===== src/hw/rtl/wsd_pkg.sv =====
// Shared types for the websocket frame deframer.
// No dependencies; imported by wsd_utf8, wsd_parser and the top level.
`default_nettype none

package wsd_pkg;

    typedef struct packed {
        logic       step;
        logic       clear;
        logic       last;
        logic [7:0] data;
    } utf_ctl_t;

    typedef struct packed {
        logic       emit;
        logic [7:0] data;
    } res_t;

endpackage

`default_nettype wire


===== src/hw/rtl/wsd_utf8.sv =====
// Streaming UTF-8 checker for final text frame payloads.
// Depends on wsd_pkg (utf_ctl_t).
`default_nettype none

module wsd_utf8 (
    input  wire logic              clk,
    input  wire logic              rst_n,
    input  wire wsd_pkg::utf_ctl_t ctl,
    output logic                   bad
);
    import wsd_pkg::*;

    logic [1:0]  need_reg, need_next;
    logic [2:0]  len_reg, len_next;
    logic [20:0] code_reg, code_next;
    logic        seq_bad;

    always_comb
    begin
        need_next = need_reg;
        len_next  = len_reg;
        code_next = code_reg;
        seq_bad   = 1'b0;
        if (need_reg == 2'd0)
        begin
            if (ctl.data[7] == 1'b0)
            begin
                seq_bad = 1'b0;
            end
            else if (ctl.data[7:5] == 3'b110)
            begin
                code_next = {16'd0, ctl.data[4:0]};
                need_next = 2'd1;
                len_next  = 3'd2;
            end
            else if (ctl.data[7:4] == 4'b1110)
            begin
                code_next = {17'd0, ctl.data[3:0]};
                need_next = 2'd2;
                len_next  = 3'd3;
            end
            else if (ctl.data[7:3] == 5'b11110)
            begin
                code_next = {18'd0, ctl.data[2:0]};
                need_next = 2'd3;
                len_next  = 3'd4;
            end
            else
            begin
                seq_bad = 1'b1;
            end
        end
        else if (ctl.data[7:6] != 2'b10)
        begin
            seq_bad = 1'b1;
        end
        else
        begin
            code_next = {code_reg[14:0], ctl.data[5:0]};
            need_next = need_reg - 2'd1;
            if (need_next == 2'd0)
            begin
                case (len_reg)
                    3'd2:    seq_bad = code_next < 21'h80;
                    3'd3:    seq_bad = (code_next < 21'h800) ||
                                       ((code_next >= 21'hD800) && (code_next <= 21'hDFFF));
                    default: seq_bad = (code_next < 21'h10000) || (code_next > 21'h10FFFF);
                endcase
            end
        end
        bad = ctl.step && (seq_bad || (ctl.last && (need_next != 2'd0)));
    end

    always_ff @(posedge clk or negedge rst_n)
    begin
        if (!rst_n)
        begin
            need_reg <= 2'd0;
            len_reg  <= 3'd0;
            code_reg <= 21'd0;
        end
        else if (ctl.clear)
        begin
            need_reg <= 2'd0;
            len_reg  <= 3'd0;
            code_reg <= 21'd0;
        end
        else if (ctl.step)
        begin
            need_reg <= need_next;
            len_reg  <= len_next;
            code_reg <= code_next;
        end
    end

endmodule

`default_nettype wire


===== src/hw/rtl/wsd_parser.sv =====
// Frame header parser, length and key collection, payload unmasking.
// Depends on wsd_pkg (utf_ctl_t, res_t) and wsd_utf8.
`default_nettype none

module wsd_parser (
    input  wire logic        clk,
    input  wire logic        rst_n,
    input  wire logic        step,
    input  wire logic [7:0]  in_byte,
    input  wire logic        server_mode,
    output wsd_pkg::res_t    res
);
    import wsd_pkg::*;

    localparam logic [2:0] PH_HDR1 = 3'd0;
    localparam logic [2:0] PH_HDR2 = 3'd1;
    localparam logic [2:0] PH_EXT  = 3'd2;
    localparam logic [2:0] PH_KEY  = 3'd3;
    localparam logic [2:0] PH_DATA = 3'd4;

    localparam logic [2:0] ERR_NONE      = 3'd0;
    localparam logic [2:0] ERR_RSV       = 3'd1;
    localparam logic [2:0] ERR_OPCODE    = 3'd2;
    localparam logic [2:0] ERR_CTRL_FRAG = 3'd3;
    localparam logic [2:0] ERR_MASK_REQ  = 3'd4;
    localparam logic [2:0] ERR_MASK_BAD  = 3'd5;
    localparam logic [2:0] ERR_CTRL_BIG  = 3'd6;
    localparam logic [2:0] ERR_UTF8      = 3'd7;

    localparam logic [3:0] OP_TEXT  = 4'h1;
    localparam logic [3:0] OP_BIN   = 4'h2;
    localparam logic [3:0] OP_CLOSE = 4'h8;
    localparam logic [3:0] OP_PONG  = 4'hA;

    localparam logic [6:0]  LEN_EXT16    = 7'd126;
    localparam logic [63:0] CTRL_MAX_LEN = 64'd125;

    logic [2:0]  phase_reg, phase_next;
    logic [3:0]  ext_left_reg, ext_left_next;
    logic [63:0] length_reg, length_next;
    logic [63:0] payload_left_reg, payload_left_next;
    logic [31:0] key_reg, key_next;
    logic [1:0]  key_idx_reg, key_idx_next;
    logic [3:0]  opcode_reg, opcode_next;
    logic        fin_reg, fin_next;
    logic        masked_reg, masked_next;
    logic [2:0]  err_reg, err_next;

    logic [63:0] len_val;
    logic [3:0]  op;
    logic [7:0]  key_byte;
    logic [7:0]  out_byte;
    logic        len_done;
    logic        utf_bad;
    logic        emit;
    utf_ctl_t    utf_ctl;

    wsd_utf8 u_utf8 (
        .clk   (clk),
        .rst_n (rst_n),
        .ctl   (utf_ctl),
        .bad   (utf_bad)
    );

    assign op = in_byte[3:0];

    always_comb
    begin
        case (key_idx_reg)
            2'd0:    key_byte = key_reg[31:24];
            2'd1:    key_byte = key_reg[23:16];
            2'd2:    key_byte = key_reg[15:8];
            default: key_byte = key_reg[7:0];
        endcase
    end

    always_comb
    begin
        phase_next        = phase_reg;
        ext_left_next     = ext_left_reg;
        length_next       = length_reg;
        payload_left_next = payload_left_reg;
        key_next          = key_reg;
        key_idx_next      = key_idx_reg;
        opcode_next       = opcode_reg;
        fin_next          = fin_reg;
        masked_next       = masked_reg;
        err_next          = err_reg;
        out_byte          = in_byte;
        emit              = 1'b0;
        len_done          = 1'b0;
        len_val           = (phase_reg == PH_EXT) ? {length_reg[55:0], in_byte}
                                                  : {57'd0, in_byte[6:0]};
        utf_ctl.step      = 1'b0;
        utf_ctl.clear     = 1'b0;
        utf_ctl.last      = (payload_left_reg == 64'd1);
        utf_ctl.data      = in_byte;

        if (step && (err_reg == ERR_NONE))
        begin
            emit = 1'b1;
            case (phase_reg)
                PH_HDR1:
                begin
                    if (in_byte[6:4] != 3'd0)
                    begin
                        err_next = ERR_RSV;
                    end
                    else if ((op > OP_PONG) || ((op > OP_BIN) && (op < OP_CLOSE)))
                    begin
                        err_next = ERR_OPCODE;
                    end
                    else if (op[3] && !in_byte[7])
                    begin
                        err_next = ERR_CTRL_FRAG;
                    end
                    else
                    begin
                        opcode_next = op;
                        fin_next    = in_byte[7];
                        phase_next  = PH_HDR2;
                    end
                end
                PH_HDR2:
                begin
                    masked_next = in_byte[7];
                    if (server_mode && !in_byte[7])
                    begin
                        err_next = ERR_MASK_REQ;
                    end
                    else if (!server_mode && in_byte[7])
                    begin
                        err_next = ERR_MASK_BAD;
                    end
                    else if (in_byte[6:0] < LEN_EXT16)
                    begin
                        length_next = len_val;
                        len_done    = 1'b1;
                    end
                    else
                    begin
                        length_next   = 64'd0;
                        ext_left_next = (in_byte[6:0] == LEN_EXT16) ? 4'd2 : 4'd8;
                        phase_next    = PH_EXT;
                    end
                end
                PH_EXT:
                begin
                    length_next   = len_val;
                    ext_left_next = ext_left_reg - 4'd1;
                    len_done      = (ext_left_next == 4'd0);
                end
                PH_KEY:
                begin
                    key_next      = {key_reg[23:0], in_byte};
                    ext_left_next = ext_left_reg - 4'd1;
                    if (ext_left_next == 4'd0)
                    begin
                        key_idx_next  = 2'd0;
                        utf_ctl.clear = 1'b1;
                        phase_next    = (payload_left_reg == 64'd0) ? PH_HDR1 : PH_DATA;
                    end
                end
                PH_DATA:
                begin
                    if (masked_reg)
                    begin
                        out_byte = in_byte ^ key_byte;
                    end
                    utf_ctl.data      = out_byte;
                    key_idx_next      = key_idx_reg + 2'd1;
                    payload_left_next = payload_left_reg - 64'd1;
                    if ((opcode_reg == OP_TEXT) && fin_reg)
                    begin
                        utf_ctl.step = 1'b1;
                        if (utf_bad)
                        begin
                            err_next = ERR_UTF8;
                        end
                    end
                    if (utf_ctl.last)
                    begin
                        phase_next = PH_HDR1;
                    end
                end
                default:
                begin
                    phase_next = PH_HDR1;
                end
            endcase

            if (len_done)
            begin
                if (opcode_reg[3] && (len_val > CTRL_MAX_LEN))
                begin
                    err_next = ERR_CTRL_BIG;
                end
                else
                begin
                    payload_left_next = len_val;
                    if (masked_next)
                    begin
                        ext_left_next = 4'd4;
                        phase_next    = PH_KEY;
                    end
                    else
                    begin
                        key_idx_next  = 2'd0;
                        utf_ctl.clear = 1'b1;
                        phase_next    = (len_val == 64'd0) ? PH_HDR1 : PH_DATA;
                    end
                end
            end

            if (err_next != ERR_NONE)
            begin
                emit = 1'b0;
            end
        end

        res.emit = emit;
        res.data = out_byte;
    end

    always_ff @(posedge clk or negedge rst_n)
    begin
        if (!rst_n)
        begin
            phase_reg        <= PH_HDR1;
            ext_left_reg     <= 4'd0;
            length_reg       <= 64'd0;
            payload_left_reg <= 64'd0;
            key_reg          <= 32'd0;
            key_idx_reg      <= 2'd0;
            opcode_reg       <= 4'd0;
            fin_reg          <= 1'b0;
            masked_reg       <= 1'b0;
            err_reg          <= ERR_NONE;
        end
        else
        begin
            phase_reg        <= phase_next;
            ext_left_reg     <= ext_left_next;
            length_reg       <= length_next;
            payload_left_reg <= payload_left_next;
            key_reg          <= key_next;
            key_idx_reg      <= key_idx_next;
            opcode_reg       <= opcode_next;
            fin_reg          <= fin_next;
            masked_reg       <= masked_next;
            err_reg          <= err_next;
        end
    end

`ifndef SYNTHESIS
    a_err_sticky: assert property (@(posedge clk) disable iff (!rst_n)
        (err_reg != ERR_NONE) |=> (err_reg == $past(err_reg)))
        else $error("sticky error changed");

    a_err_silent: assert property (@(posedge clk) disable iff (!rst_n)
        (err_reg != ERR_NONE) |-> !res.emit)
        else $error("beat emitted while in error");

    a_data_nonzero: assert property (@(posedge clk) disable iff (!rst_n)
        (phase_reg == PH_DATA) |-> (payload_left_reg != 64'd0))
        else $error("payload phase with nothing left");

    a_key_count: assert property (@(posedge clk) disable iff (!rst_n)
        (phase_reg == PH_KEY) |-> (masked_reg && (ext_left_reg != 4'd0) &&
                                   (ext_left_reg <= 4'd4)))
        else $error("bad key byte count");
`endif

endmodule

`default_nettype wire


===== src/hw/rtl/websocket_frame_deframer.sv =====
// Top level of the websocket frame deframer: input register, parser, result register.
// Depends on wsd_pkg, wsd_parser and wsd_utf8.
//
//  channel  | direction | signals                    | beat
//  s_*      | in        | s_tvalid s_tready s_tdata  | one received byte
//  m_*      | out       | m_tvalid m_tready m_tdata  | header byte or unmasked payload byte
//  cfg_*    | in        | cfg_valid cfg_ready cfg_data | server_mode write
//
// Each byte is parsed from the input register in the cycle proc_fire is high and lands in the
// result register at the next edge; one byte per cycle is sustained while m_tready stays high,
// as the parser updates its state on every accepted byte.
// Reset: rst_n clears all control state (the data registers are not reset); server_mode resets to 1. No clearing pass.
// Stalls: m_tready low holds the result register and backs up into s_tready.
// Error bytes and all bytes after an error are consumed with no output beat.
`default_nettype none

module websocket_frame_deframer (
    input  wire logic       clk,
    input  wire logic       rst_n,
    input  wire logic       s_tvalid,
    output logic            s_tready,
    input  wire logic [7:0] s_tdata,   // [7:0] in_byte
    output logic            m_tvalid,
    input  wire logic       m_tready,
    output logic [7:0]      m_tdata,   // [7:0] out_byte
    input  wire logic       cfg_valid,
    output logic            cfg_ready,
    input  wire logic [0:0] cfg_data   // [0] server_mode
);
    import wsd_pkg::*;

    logic       in_valid_reg;
    logic [7:0] in_byte_reg;
    logic       out_valid_reg;
    logic [7:0] out_byte_reg;
    logic       server_mode_reg;
    logic       proc_fire;
    res_t       res;

    assign proc_fire = in_valid_reg && (!out_valid_reg || m_tready);
    assign s_tready  = !in_valid_reg || proc_fire;
    assign m_tvalid  = out_valid_reg;
    assign m_tdata   = out_byte_reg;
    assign cfg_ready = 1'b1;

    wsd_parser u_parser (
        .clk         (clk),
        .rst_n       (rst_n),
        .step        (proc_fire),
        .in_byte     (in_byte_reg),
        .server_mode (server_mode_reg),
        .res         (res)
    );

    always_ff @(posedge clk or negedge rst_n)
    begin
        if (!rst_n)
        begin
            server_mode_reg <= 1'b1;
        end
        else if (cfg_valid && cfg_ready)
        begin
            server_mode_reg <= cfg_data[0];
        end
    end

    always_ff @(posedge clk or negedge rst_n)
    begin
        if (!rst_n)
        begin
            in_valid_reg <= 1'b0;
        end
        else if (s_tready)
        begin
            in_valid_reg <= s_tvalid;
        end
    end

    always_ff @(posedge clk)
    begin
        if (s_tready && s_tvalid)
        begin
            in_byte_reg <= s_tdata;
        end
    end

    always_ff @(posedge clk or negedge rst_n)
    begin
        if (!rst_n)
        begin
            out_valid_reg <= 1'b0;
        end
        else if (proc_fire && res.emit)
        begin
            out_valid_reg <= 1'b1;
        end
        else if (m_tready)
        begin
            out_valid_reg <= 1'b0;
        end
    end

    always_ff @(posedge clk)
    begin
        if (proc_fire && res.emit)
        begin
            out_byte_reg <= res.data;
        end
    end

`ifndef SYNTHESIS
    a_no_overrun: assert property (@(posedge clk) disable iff (!rst_n)
        (out_valid_reg && !m_tready) |-> !proc_fire)
        else $error("parser stepped into a stalled result");

    a_fill_on_emit: assert property (@(posedge clk) disable iff (!rst_n)
        (proc_fire && res.emit) |=> out_valid_reg)
        else $error("emitted beat not captured");

    a_ready_when_empty: assert property (@(posedge clk) disable iff (!rst_n)
        !in_valid_reg |-> s_tready)
        else $error("input stalled while empty");
`endif

endmodule

`default_nettype wire


===== config.mk =====
export PLATFORM = sky130hd
export DESIGN_NAME = websocket_frame_deframer
export DESIGN_NICKNAME = d
export VERILOG_FILES = /design/src/hw/rtl/wsd_pkg.sv /design/src/hw/rtl/wsd_utf8.sv /design/src/hw/rtl/wsd_parser.sv /design/src/hw/rtl/websocket_frame_deframer.sv
export SDC_FILE = /design/constraint.sdc
export NUM_CORES = 1
export LEC_CHECK = 0
export BUFFER_PORTS_ARGS = -buffer_cell sky130_fd_sc_hd__buf_2
export CAP_MARGIN = 20
export CORE_MARGIN = 2
export CORE_UTILIZATION = 40
export CTS_BUF_LIST = sky130_fd_sc_hd__clkbuf_16
export DETAILED_ROUTE_END_ITERATION = 8
export SYNTH_ARGS = -nofsm -noshare
export SYNTH_HDL_FRONTEND = slang
export SYNTH_SLANG_ARGS = --single-unit

===== constraint.sdc =====
create_clock -name clk -period 6.31 [get_ports clk]
set_clock_uncertainty 0.05 [all_clocks]
set_input_delay 0.3155 -clock clk [delete_from_list [all_inputs] [get_ports clk]]
set_output_delay 0.3155 -clock clk [all_outputs]
set_load 0.03 [all_outputs]

==> results, run 1 <==
- The run finished with clean final reports.
- In this run, CTS created clock tree buffers numbering 24.
- The via count of the first global-routing pass is 8694.
- The worst-case vdd ir drop is 0.167 mV.
- The final number of setup-violating endpoints is 0.
- The net count of the mapped netlist is 1147.
- The floorplan step defined a core boundary enclosing 0.0268 mm2.
- The flip-flop count of the largest register after layout is 64.
- In this run the worst path has a maximum fanout of 18.
- The classification of the worst-slack hold path is in -> reg.
- The number of different library cells used by synthesis comes to 82.
- Setup repair after global routing left no endpoint under its margin.
- The floorplan has 60 rows.
- The fraction of final layout cells with drive strength greater than 1 is 11.2%.
- Entering global routing, the biggest net connects 122 pins.
- Dividing total power by cell area gives a power density of 389 mW/mm2.
- The final-report max-slew violation count came to 0.
- The remaining global-route overflow is 0.
- The area used by sequential logic in the layout is 0.00531 mm2.
- For this run, the top clock speed supported by timing is 243 MHz.
- The leakage dissipation is 0.00496 uW.
- The area taken by multi-input logic gates is 0.00511 mm2.
- The launching element type of the critical path is a flip-flop.
- The total of fill cells in the finished design is 2532.
- The first global-routing pass estimated 47300 um of wire.
- During synthesis, Yosys emitted a total of 0 warnings.
- The number of antenna violations at the first check in global routing is 0.
- The deepest clock path buffer count is 3.
- Sequential elements use 49.0% of the synthesized area.
- STA puts the critical path data arrival time at 4.21 ns.
- The number of maximum-capacitance violations is 0.
- The wire-length estimate of the detail-placed layout is 18500 um.
- The post-route DRC violation count is 0.
- The total via count after detailed routing is 8918.
- In this run the number of H-tree levels came out at 1.
- The number of sinks driven by the clock tree is 209.
- The routed via count divided by cell count is 6.04.
- In this run the clock root is driven by a clkbuf_16.
- Input and output buffers added on the ports amount to 23.
- The dominant cell type by area after synthesis is dfrtp_1.
- Ranked by total cell area, the synthesized netlist is headed by dfrtp_1 (44%), a22o_1 (5.1%), edfxtp_1 (4.4%).
- After clock tree synthesis, the repair step resized 0 gates.
- The initial utilization of the core area, before any placement, comes to 40.4%.
- The overall global routing resource usage is 20.4%.
- TritonCTS built the clock tree.
- The length of the first detailed-routing pass in iterations is 7.
- Leaving out fill and tap cells, the most frequent cell in the layout is dfrtp_1.
- The clock-pin slew reported for the worst setup and hold paths after clock tree synthesis is 0.06 ns.
- In the final routed layout, each cell accounts on average for 19.3 um.
- The post-route worst hold slack is 0.0855 ns.
- The setup TNS is 0 ns.
- The post-route clock period utilization is 65.3%.
- The post-detailed-routing wire length is 28600 um.
- Once detail routing completed, the nets flagged for antenna violations numbered 0.
- The most used flip-flop cell after synthesis is dfrtp_1.
- The number of I/O pins is 25.
- The number of enable-type register cells in the synthesized netlist is 16.
- The relative slew slack is 31.4%.
- In the layout the commonest cells are dfrtp_1 (192), a21oi_1 (94), o21ai_0 (86), nor2_1 (82), nand2_1 (76).
- The cell area after synthesis is 0.0108 mm2.
- The placer's final routability congestion estimate is 0.883.
- The floorplan die height is 169 um.
- The net count reported at finish is 1147.
- At the worst endpoint, the required time is 6.40 ns.
- For this block, the initial DRC count from the detailed router was 872.
- The flip-flop and latch count after synthesis is 209.
- The critical path is of the reg -> reg type.
- The worst setup path is captured at a flip-flop.
- The total count of hold-check failures in the final report is 0.
- The area growth from synthesis to layout is 11.3%.
- The die outline area is 0.0284 mm2.
- The insertion delay to the later sink of the worst-skew pair is 0.51 ns.
- The die span in x is 169 um.
- The synthesized instance count is 1123.
- Counting I/O delays and the setup requirement, the final critical path takes 4.12 ns.
- The antenna diode count is 0.
- At the pin with the least slew margin, the transition time is 1.03 ns.
- A synthesized cell averages 9.65 um2.
- Of all flip-flops after synthesis, the portion carrying an async set or reset was 92.3%.
- Summed over its instances, the top area cell type makes up 44.3% of the synthesized netlist area.
## final timing paths
kind	startpoint	slack (ns)	depth (start not counted)	end
max	u_parser.phase_reg[2]	2.19	8	m_tdata[7]
min	m_tready	0.09	3	in_valid_reg
max reg2reg	u_parser.phase_reg[2]	2.19	8	m_tdata[7]
min reg2reg	u_parser.u_utf8.code_reg[0]	0.44	1	u_parser.u_utf8.code_reg[6]
max in group asynchronous	rst_n	4.15	3	u_parser.payload_left_reg[62]
min in group asynchronous	rst_n	0.47	2	u_parser.key_reg[12]
## critical path, cell delays in order (launching register included)
cell	delay [ns]
dfrtp_1	0.62
nor4bb_2	0.42
and3_1	0.59
nand2_1	0.13
xor2_1	0.64
a21o_1	0.21
a311oi_1	0.08
or3_1	0.44
nor2_1	0.56
## synth_stat cells (30+ instances only)
master,number
dfrtp_1,192
a21oi_1,94
o21ai_0,86
nor2_1,84
nand2_1,78
a22o_1,63
clkbuf_1,50
o21ai_1,45
a22oi_1,38
mux2_2,38
nor3_1,37
nor4_1,31
inv_1,30
## final cells by class
type | count | share of cell area, %
clock buffers | 26 | 5.40
clock inverters | 13 | 0.685
inverters | 30 | 0.934
multi-input cells | 811 | 42.4
flip-flops and latches | 209 | 44.0
well taps | 341 | 3.54
repair buffers | 47 | 2.98
## where the power goes
part           leakage (uW)  total, uW  internal [uW]  switching (uW)
clock              0.000374       1310            772             540
sequential          0.00274       2070           1660             402
combinational       0.00184       1310            494             812
## metal layers
layer	global-route usage, %	part of all wire (%)	vias up
li1	-	-	4216
met1	31.3	49	4404
met2	30.6	44	258
met3	2.67	5.3	40
met4	4.54	1.7	0
met5	0	0	-
## cells by family (layout without fill, tap and decap cells)
group / Yosys count / count (layout) / share of synthesized area (%)
mux: 43 / 43 / 4.41
simple gates: 338 / 338 / 16.2
buf+inv: 103 / 116 / 4.04
fa+ha+maj: 11 / 11 / 1.25
xor+xnor: 11 / 11 / 0.889
other cells: 1 / 1 / 0.0346
compound gates: 407 / 407 / 24.2
flops: 209 / 209 / 49.0
## stage by stage
stage | utilization (%) | total power [uW] | instances | instance area (um2) | setup slack, ns
detailed placement | 41.7 | 3370 | 1425 | 11200 | 2.23
CTS | 44.9 | 4700 | 1476 | 12000 | 2.20
floorplan | - | 2940 | 1123 | 10800 | 2.98
finish | 45.0 | 4680 | 1477 | 12100 | 2.19
global placement | 41.7 | 3350 | 1424 | 11200 | 2.29
global route | 45.0 | 4980 | 1477 | 12100 | 1.76
## what timing repair did
item,CTS,global route
endpoints found under the hold margin,129,0
hold buffers,12,0
buffers inserted,0,0
Note: power is estimated with default switching activity, not from simulation.
==> inputs of run 2 (changes only) <==
Settings changed: ABC_AREA set to 1.
Clock period 6.31 ns to 3.7 ns, I/O delays scaled along.
==> run 2 against run 1 <==
  * Critical endpoint is now u_parser.payload_left_reg[30]
  * First-iteration DRC count is 17% lower
  * Synthesized area is 11% higher
  * Routed wire length is 15% higher
==> results, run 2 <==
- The classification of the worst-slack hold path is in -> async.
- The insertion delay to the later sink of the worst-skew pair is 0.53 ns (+0.02 ns).
- The via count of the first global-routing pass is 10100 (+16%).
- The number of levels the H-tree was split into is 1 (unchanged).
- The worst reg-to-reg path cell count is 18 (+10).
- The largest net degree at the start of global routing came to 85 (-30%).
- The antenna diode count came to 0 (unchanged).
- Counting instances in the post-synthesis netlist gives the leading cell types as nand2_1 (372), inv_1 (201), dfrtp_1 (192).
- The count of routing violations after the opening detailed-route iteration is 722 (-17%).
- The flow ran to the end, and the final reports show no timing, DRC or antenna violations.
- The fraction of registers with async set/reset is 92.3% (unchanged).
- The worst setup path is launched from a flip-flop.
- The post-detailed-routing wire length is 33000 um (+15%).
- The leakage dissipation is 0.00638 uW (+29%).
- The highest clock frequency the design can meet is 291 MHz (+20%).
- The final number of setup-violating endpoints is 0 (unchanged).
- In the layout the commonest cells are nand2_1 (372), inv_1 (203), dfrtp_1 (191), nor2_1 (175), o21ai_0 (148).
- Relative to the synthesized area, the layout overhead comes to 13.4%.
- STA classifies the critical path endpoint as a flip-flop.
- The clock tree root driver cell is clkbuf_16.
- The overall global routing resource usage was 21.4% (+1.0 points).
- The number of enable-type register cells in the synthesized netlist is 16 (unchanged).
- Summed over all instances, the cell type with the most area after synthesis is dfrtp_1.
- The flip-flop count of the largest register after layout came to 64 (unchanged).
- The reg2reg setup slack is 0.27 ns (-1.92 ns).
- The net count reported at finish is 1612 (+41%).
- The estimated wirelength of the detail-placed design came to 23600 um (+28%).
- The worst slack at placement is 0.101 ns (-2.12 ns).
- The number of sinks driven by the clock tree is 209 (unchanged).
- The core region area was 0.0296 mm2 (+10%).
- Walking the worst path, the cells encountered are inv_2, nor2_8, nand2_8, inv_4, nand2_1, nand2_1, nor2_1, nand3_1, nor2_1, nand3_1, nor3_4, a31oi_2, nor2_4, buf_4, buf_12, o21ai_0, o211ai_1, o21ai_0.
- The average footprint of a synthesized cell came to 7.68 um2 (-20%).
- The detail-routed net length per standard cell came to 16.5 um (-15%).
- The relative slew slack is 50.0% (+19 points).
- Yosys attributes the largest share of cell area to dfrtp_1 (40%), nand2_1 (12%), inv_1 (6.3%).
- The cell area after synthesis is 0.0120 mm2 (+11%).
- The final-report max-slew violation count came to 0 (unchanged).
- The post-layout worst setup margin is 0.266 ns (-1.92 ns).
- The placer's final routability congestion estimate came to 0.880 (-0.34%).
- The final critical-path required period is 3.43 ns (-0.686 ns).
- The remaining global-route overflow is 0 (unchanged).
- The number of antenna violations at the first check in global routing was 0 (unchanged).
- The flip-flop and latch count after synthesis is 209 (unchanged).
- The floorplan die height is 177 um (+5.0%).
- The post-route DRC violation count is 0 (unchanged).
- The post-route clock period utilization was 92.8% (+28 points).
- The initial core utilization is 40.5% (+0.083 points).
- The post-route worst hold slack is 0.225 ns (+0.139 ns).
- The slowest cell on the critical path is dfrtp_1.
- The count of port buffers added during placement is 23 (unchanged).
- The fraction of final layout cells with drive strength greater than 1 came to 10.3% (-0.90 points).
- The net count of the mapped netlist is 1583 (+38%).
- TritonCTS built the clock tree.
- The total via count after detailed routing came to 10400 (+16%).
- The critical path arrival is 3.76 ns (-0.45 ns).
- The setup TNS was 0 ns (unchanged).
- The worst-case vdd ir drop is 0.286 mV (+72%).
- The largest fanout on the critical path is 43 (+25).
- The number of buffers created by CTS came to 24 (unchanged).
- The length of the first detailed-routing pass in iterations is 5 (-2).
- The top cell type's share of synthesized area came to 40.1% (-4.2 points).
- The transition time at the pin with the least slew margin is 0.749 ns (-0.280 ns).
- The launch instance of the worst register-to-register path is u_parser.phase_reg[1].
- The endpoint identified for the worst register-to-register timing path is u_parser.payload_left_reg[30].
- The share of the yosys chip area belonging to registers came to 44.4% (-4.7 points).
- The critical path launch point is u_parser.phase_reg[1].
- The sum of internal, switching and leakage power came to 5130 uW (+9.5%).
- The synthesized instance count came to 1559 (+39%).
- The maximum cell stage delay along the critical path is 0.43 ns (-0.21 ns).
- The die outline area is 0.0313 mm2 (+10%).
- The library cell used most frequently in the layout, excluding fill and tap cells, is nand2_1.
- The number of distinct library cells after synthesis was 55 (-33%).
- Setup repair after global routing left no endpoint under its margin.
- The placed cell area came to 0.0125 mm2 (+12%).
- The deepest clock path buffer count is 3 (unchanged).
- Yosys instantiated no cell more often than nand2_1.
- The power per unit of standard cell area is 378 mW/mm2 (-2.7%).
- The worst setup path category is reg -> reg.
- The die span in x is 177 um (+5.0%).
- The number of cell rows came to 63 (+5.0%).
- The last element of the critical path is u_parser.payload_left_reg[30].
- The number of maximum-capacitance violations was 0 (unchanged).
- The warning count from the yosys run came to 0 (unchanged).
- The first-pass GRT wire length was 53300 um (+13%).
- The number of I/O pins is 25 (unchanged).
- The most used flip-flop cell after synthesis is dfrtp_1.
- The total count of hold-check failures in the final report is 0 (unchanged).
- The required time at the endpoint of the critical path was 4.03 ns (-2.37 ns).
- The antenna violation net count after detailed routing is 0 (unchanged).
- The clock-pin slew reported for the worst setup and hold paths after clock tree synthesis was 0.06 ns (about the same).
- The cell area after layout is 0.0136 mm2 (+13%).
- The routed via count divided by cell count was 5.20 (-14%).
run 2: changes by cell type after synthesis, moves of 38 or more:
| cell | change |
|---|---|
| inv_1 | +171 |
| xor2_1 | +55 |
| a22o_1 | -58 |
| nand2_1 | +294 |
| o211ai_1 | +38 |
| nand3_1 | +69 |
| a21oi_1 | -66 |
| nor2_1 | +91 |
| o21ai_0 | +62 |
run 2: area by class of cell:
class / count / area, um2
timing repair buffer: 62 / 492
multi-input combinational: 1081 / 5610
sequential: 209 / 5310
clock inverter: 18 / 249
fill: 2970 / 16000
inverter: 210 / 792
tap: 390 / 488
clock buffer: 25 / 626
run 2: where the power goes:
group          switching [uW]  internal, uW
sequential               19.1          2320
combinational            94.3          36.5
clock                    1010          1650
total                    1130          4000
run 2: through the flow:
step                      utilization [%]  std cells
after global routing                 45.9       1995
final                                45.9       1995
after detailed placement             42.3       1935
after CTS                            45.8       1993
after global placement               42.3       1935
after floorplan                         -       1559
run 2: logic make-up after synthesis:
family / count (synthesis) / share of synthesized area (%)
AOI/OAI and AO/OA: 261 / 12.6
xor gates and xnor gates: 61 / 4.46
adders and majority gates: 10 / 1.04
buffers and inverters: 269 / 9.01
DFF: 209 / 44.4
muxes: 19 / 1.79
other: 1 / 0.0313
and+or+nand+nor: 729 / 26.8
run 2: timing repair:
| action | 4_1_cts | 5_1_grt |
|---|---|---|
| endpoints found under the setup margin | 0 | 81 |
| hold buffers | 15 | 0 |
| setup buffers | 0 | 2 |
| resized for setup | 0 | 7 |
| hold endpoints to repair | 90 | 0 |
run 2: critical path: cells and delay by family (launching register included):
family,cells,cell delay (ns)
buffers and inverters,4,0.66
AOI/OAI and AO/OA,4,0.56
and+or+nand+nor,10,1.53
DFF,1,0.43
run 2: worst min-delay path by stage:
stage / slack (ns) / from / to
2_1_floorplan: -0.16 / rst_n / in_valid_reg
3_3_place_gp: 0.25 / rst_n / u_parser.opcode_reg[2]
3_5_place_dp: 0.25 / rst_n / u_parser.opcode_reg[0]
4_1_cts: 0.25 / rst_n / u_parser.opcode_reg[2]
5_1_grt: 0.29 / rst_n / u_parser.opcode_reg[0]
6_report: 0.22 / rst_n / u_parser.opcode_reg[0]
run 2: per-layer routing:
layer  track usage [%]  wire [um]  share of wire (%)  vias to the layer above
met3              2.41       1300                4.0                       64
met2              36.6      16100                 49                      240
met1              28.4      14700                 45                     4958
met5                 0          0                  0                        -
met4              6.71        873                2.6                        0
li1                  -          -                  -                     5107
==> inputs of run 3 (changes only) <==
Settings changed: CELL_PAD_IN_SITES_DETAIL_PLACEMENT set to 2, CELL_PAD_IN_SITES_GLOBAL_PLACEMENT set to 2, CORE_UTILIZATION 40 to 34, PLACE_DENSITY_LB_ADDON set to 0.1.
==> run 3 against run 2 <==
  * Final area up 0.97%
  * Via count up 2.4%
  * Register-to-register slack worse by 0.03 ns
  * Largest power group unchanged
==> results, run 3 (synthesis results as in run 2) <==
- The final critical-path required period is 3.47 ns (+0.0312 ns).
- The antenna diode count came to 0 (unchanged).
- The most frequent standard cell in the layout excluding fill and tap cells is nand2_1.
- The met3 layer usage reported by global route is 2.52% (+0.12 points).
- The post-route clock period utilization came to 93.7% (+0.84 points).
- The die outline area is 0.0367 mm2 (+17%).
- The launch instance of the worst register-to-register path is u_parser.phase_reg[0].
- The floorplan die height was 192 um (+8.3%).
- The overall global routing resource usage is 23.1% (+1.7 points).
- The largest fanout on the critical path is 8 (-81%).
- The via count of the first global-routing pass came to 11800 (+16%).
- The clock-pin slew reported for the worst setup and hold paths after clock tree synthesis was 0.06 ns (about the same).
- The required time at the endpoint of the critical path was 3.90 ns (-0.13 ns).
- The count of routing violations after the opening detailed-route iteration came to 401 (-44%).
- The most critical setup path has its startpoint at u_parser.phase_reg[0].
- The deepest clock path buffer count was 3 (unchanged).
- In the layout the commonest cells are nand2_1 (372), inv_1 (204), dfrtp_1 (191), nor2_1 (175), o21ai_0 (148).
- The layer flagged by global routing as most heavily used is met2.
- The leakage dissipation is 0.00641 uW (+0.49%).
- The worst setup path is launched from a flip-flop.
- Compared with the post-synthesis result, the final layout area differs by 14.5%.
- The total of fill cells in the finished design is 3976 (+34%).
- The number of I/O pins is 25 (unchanged).
- The number of levels the H-tree was split into is 1 (unchanged).
- The met2 usage in global routing is 41.6% (+4.9 points).
- The met1 capacity usage during global routing is 29.5% (+1.1 points).
- The sum of internal, switching and leakage power is 4970 uW (-3.2%).
- The placer's final routability congestion estimate was 0.791 (-10%).
- The number of antenna violations at the first check in global routing was 0 (unchanged).
- The cell area after layout is 0.0137 mm2 (+0.97%).
- The critical path arrival came to 3.66 ns (-0.10 ns).
- The highest clock frequency the design can meet is 289 MHz (-0.90%).
- The remaining global-route overflow was 0 (unchanged).
- The total via count after detailed routing is 10600 (+2.4%).
- The insertion delay to the later sink of the worst-skew pair was 0.56 ns (+0.03 ns).
- The relative slew slack is 47.0% (-3.1 points).
- The setup TNS came to 0 ns (unchanged).
- The length of the first detailed-routing pass in iterations is 4 (-1).
- The number of cell rows is 68 (+7.9%).
- The final-report max-slew violation count is 0 (unchanged).
- The power per unit of standard cell area is 362 mW/mm2 (-4.1%).
- The classification of the worst-slack hold path is in -> async.
- The core region area is 0.0346 mm2 (+17%).
- The placed cell area is 0.0127 mm2 (+1.2%).
- The initial core utilization is 34.6% (-5.9 points).
- The post-route DRC violation count came to 0 (unchanged).
- The post-detailed-routing wire length came to 41100 um (+25%).
- STA classifies the critical path endpoint as a flip-flop.
- The total count of hold-check failures in the final report is 0 (unchanged).
- The final number of setup-violating endpoints is 0 (unchanged).
- The number of sinks driven by the clock tree is 209 (unchanged).
- The number of maximum-capacitance violations is 0 (unchanged).
- The estimated wirelength of the detail-placed design came to 29600 um (+25%).
- The transition time at the pin with the least slew margin was 0.795 ns (+0.0460 ns).
- The antenna violation net count after detailed routing was 0 (unchanged).
- The detail-routed net length per standard cell is 19.9 um (+20%).
- The first-pass GRT wire length came to 66200 um (+24%).
- The clock tree root driver cell is clkbuf_16.
- The flow ran to the end, and the final reports show no timing, DRC or antenna violations.
- The die span in x is 192 um (+8.3%).
- The fraction of final layout cells with drive strength greater than 1 is 10.6% (+0.36 points).
- The routed via count divided by cell count was 5.13 (-1.4%).
- The worst setup path is of the reg -> reg kind.
- The flip-flop count of the largest register after layout is 64 (unchanged).
- The largest net degree at the start of global routing is 103 (+21%).
- The net count reported at finish is 1622 (+0.62%).
- TritonCTS built the clock tree.
- The count of port buffers added during placement is 23 (unchanged).
- The worst-case vdd ir drop was 0.358 mV (+25%).
- The number of buffers created by CTS is 27 (+13%).
-- run 3: layer usage --
metal  vias up  share of wire [%]
met5         -                  0
li1       5131                  -
met3        51                2.1
met2        86                 50
met1      5348                 45
met4         0                2.5
-- run 3: critical path: stages (launching register included) --
cell,delay (ns)
dfrtp_1,0.41
nor2_4,0.22
nand2_4,0.07
buf_4,0.19
nor3_4,0.32
buf_4,0.17
nand3_2,0.06
nand2_2,0.19
inv_2,0.08
nor2_2,0.16
nand2_1,0.08
nand2_1,0.07
nor2_1,0.05
a21oi_2,0.12
nand2_1,0.08
nand2_1,0.07
nand2_2,0.06
nand2_2,0.07
nand2_1,0.05
nand2_1,0.06
nand3_1,0.09
nor2_2,0.12
nand3_1,0.12
inv_2,0.18
-- run 3: final cells by class --
cell class	instances	area, um2	area share (%)
clock inverters	19	115	0.840
multi-input cells	1081	5650	41.2
flip-flops and latches	209	5310	38.8
inverters	210	792	5.78
clock buffers	28	701	5.11
well taps	455	569	4.15
repair buffers	69	569	4.15
-- run 3: worst paths after layout --
| path | slack [ns] | to | cells after the start |
|---|---|---|---|
| setup / recovery | 0.23 | m_tdata[7] | 23 |
| hold / removal | 0.18 | u_parser.key_reg[24] | 2 |
| setup reg to reg | 0.23 | m_tdata[7] | 23 |
| hold reg to reg | 0.42 | u_parser.length_reg[39] | 2 |
| max in group asynchronous | 2.47 | u_parser.payload_left_reg[3] | 3 |
| min in group clk | 0.30 | in_byte_reg[6] | 2 |
-- run 3: power by group --
part | switching, uW | total (uW) | internal, uW
sequential | 23.5 | 2350 | 2320
clock | 1060 | 2480 | 1420
combinational | 105 | 141 | 36.3
total | 1180 | 4970 | 3780
-- run 3: what timing repair did --
| action | CTS | global route |
|---|---|---|
| setup buffers | 0 | 3 |
| endpoints found under the setup margin | 0 | 79 |
| endpoints found under the hold margin | 93 | 0 |
| hold buffers | 15 | 0 |
| gates resized for setup | 0 | 12 |
-- run 3: stage by stage --
step	instances	setup slack (ns)	utilization, %	hold WS (ns)
finish	2071	0.235	39.6	0.178
global route	2071	-0.00788	39.6	0.224
CTS	2068	0.0160	39.4	0.224
detailed placement	2006	0.0507	36.6	0.269
global placement	2006	0.242	36.6	0.266
floorplan	1559	0.775	-	-0.161
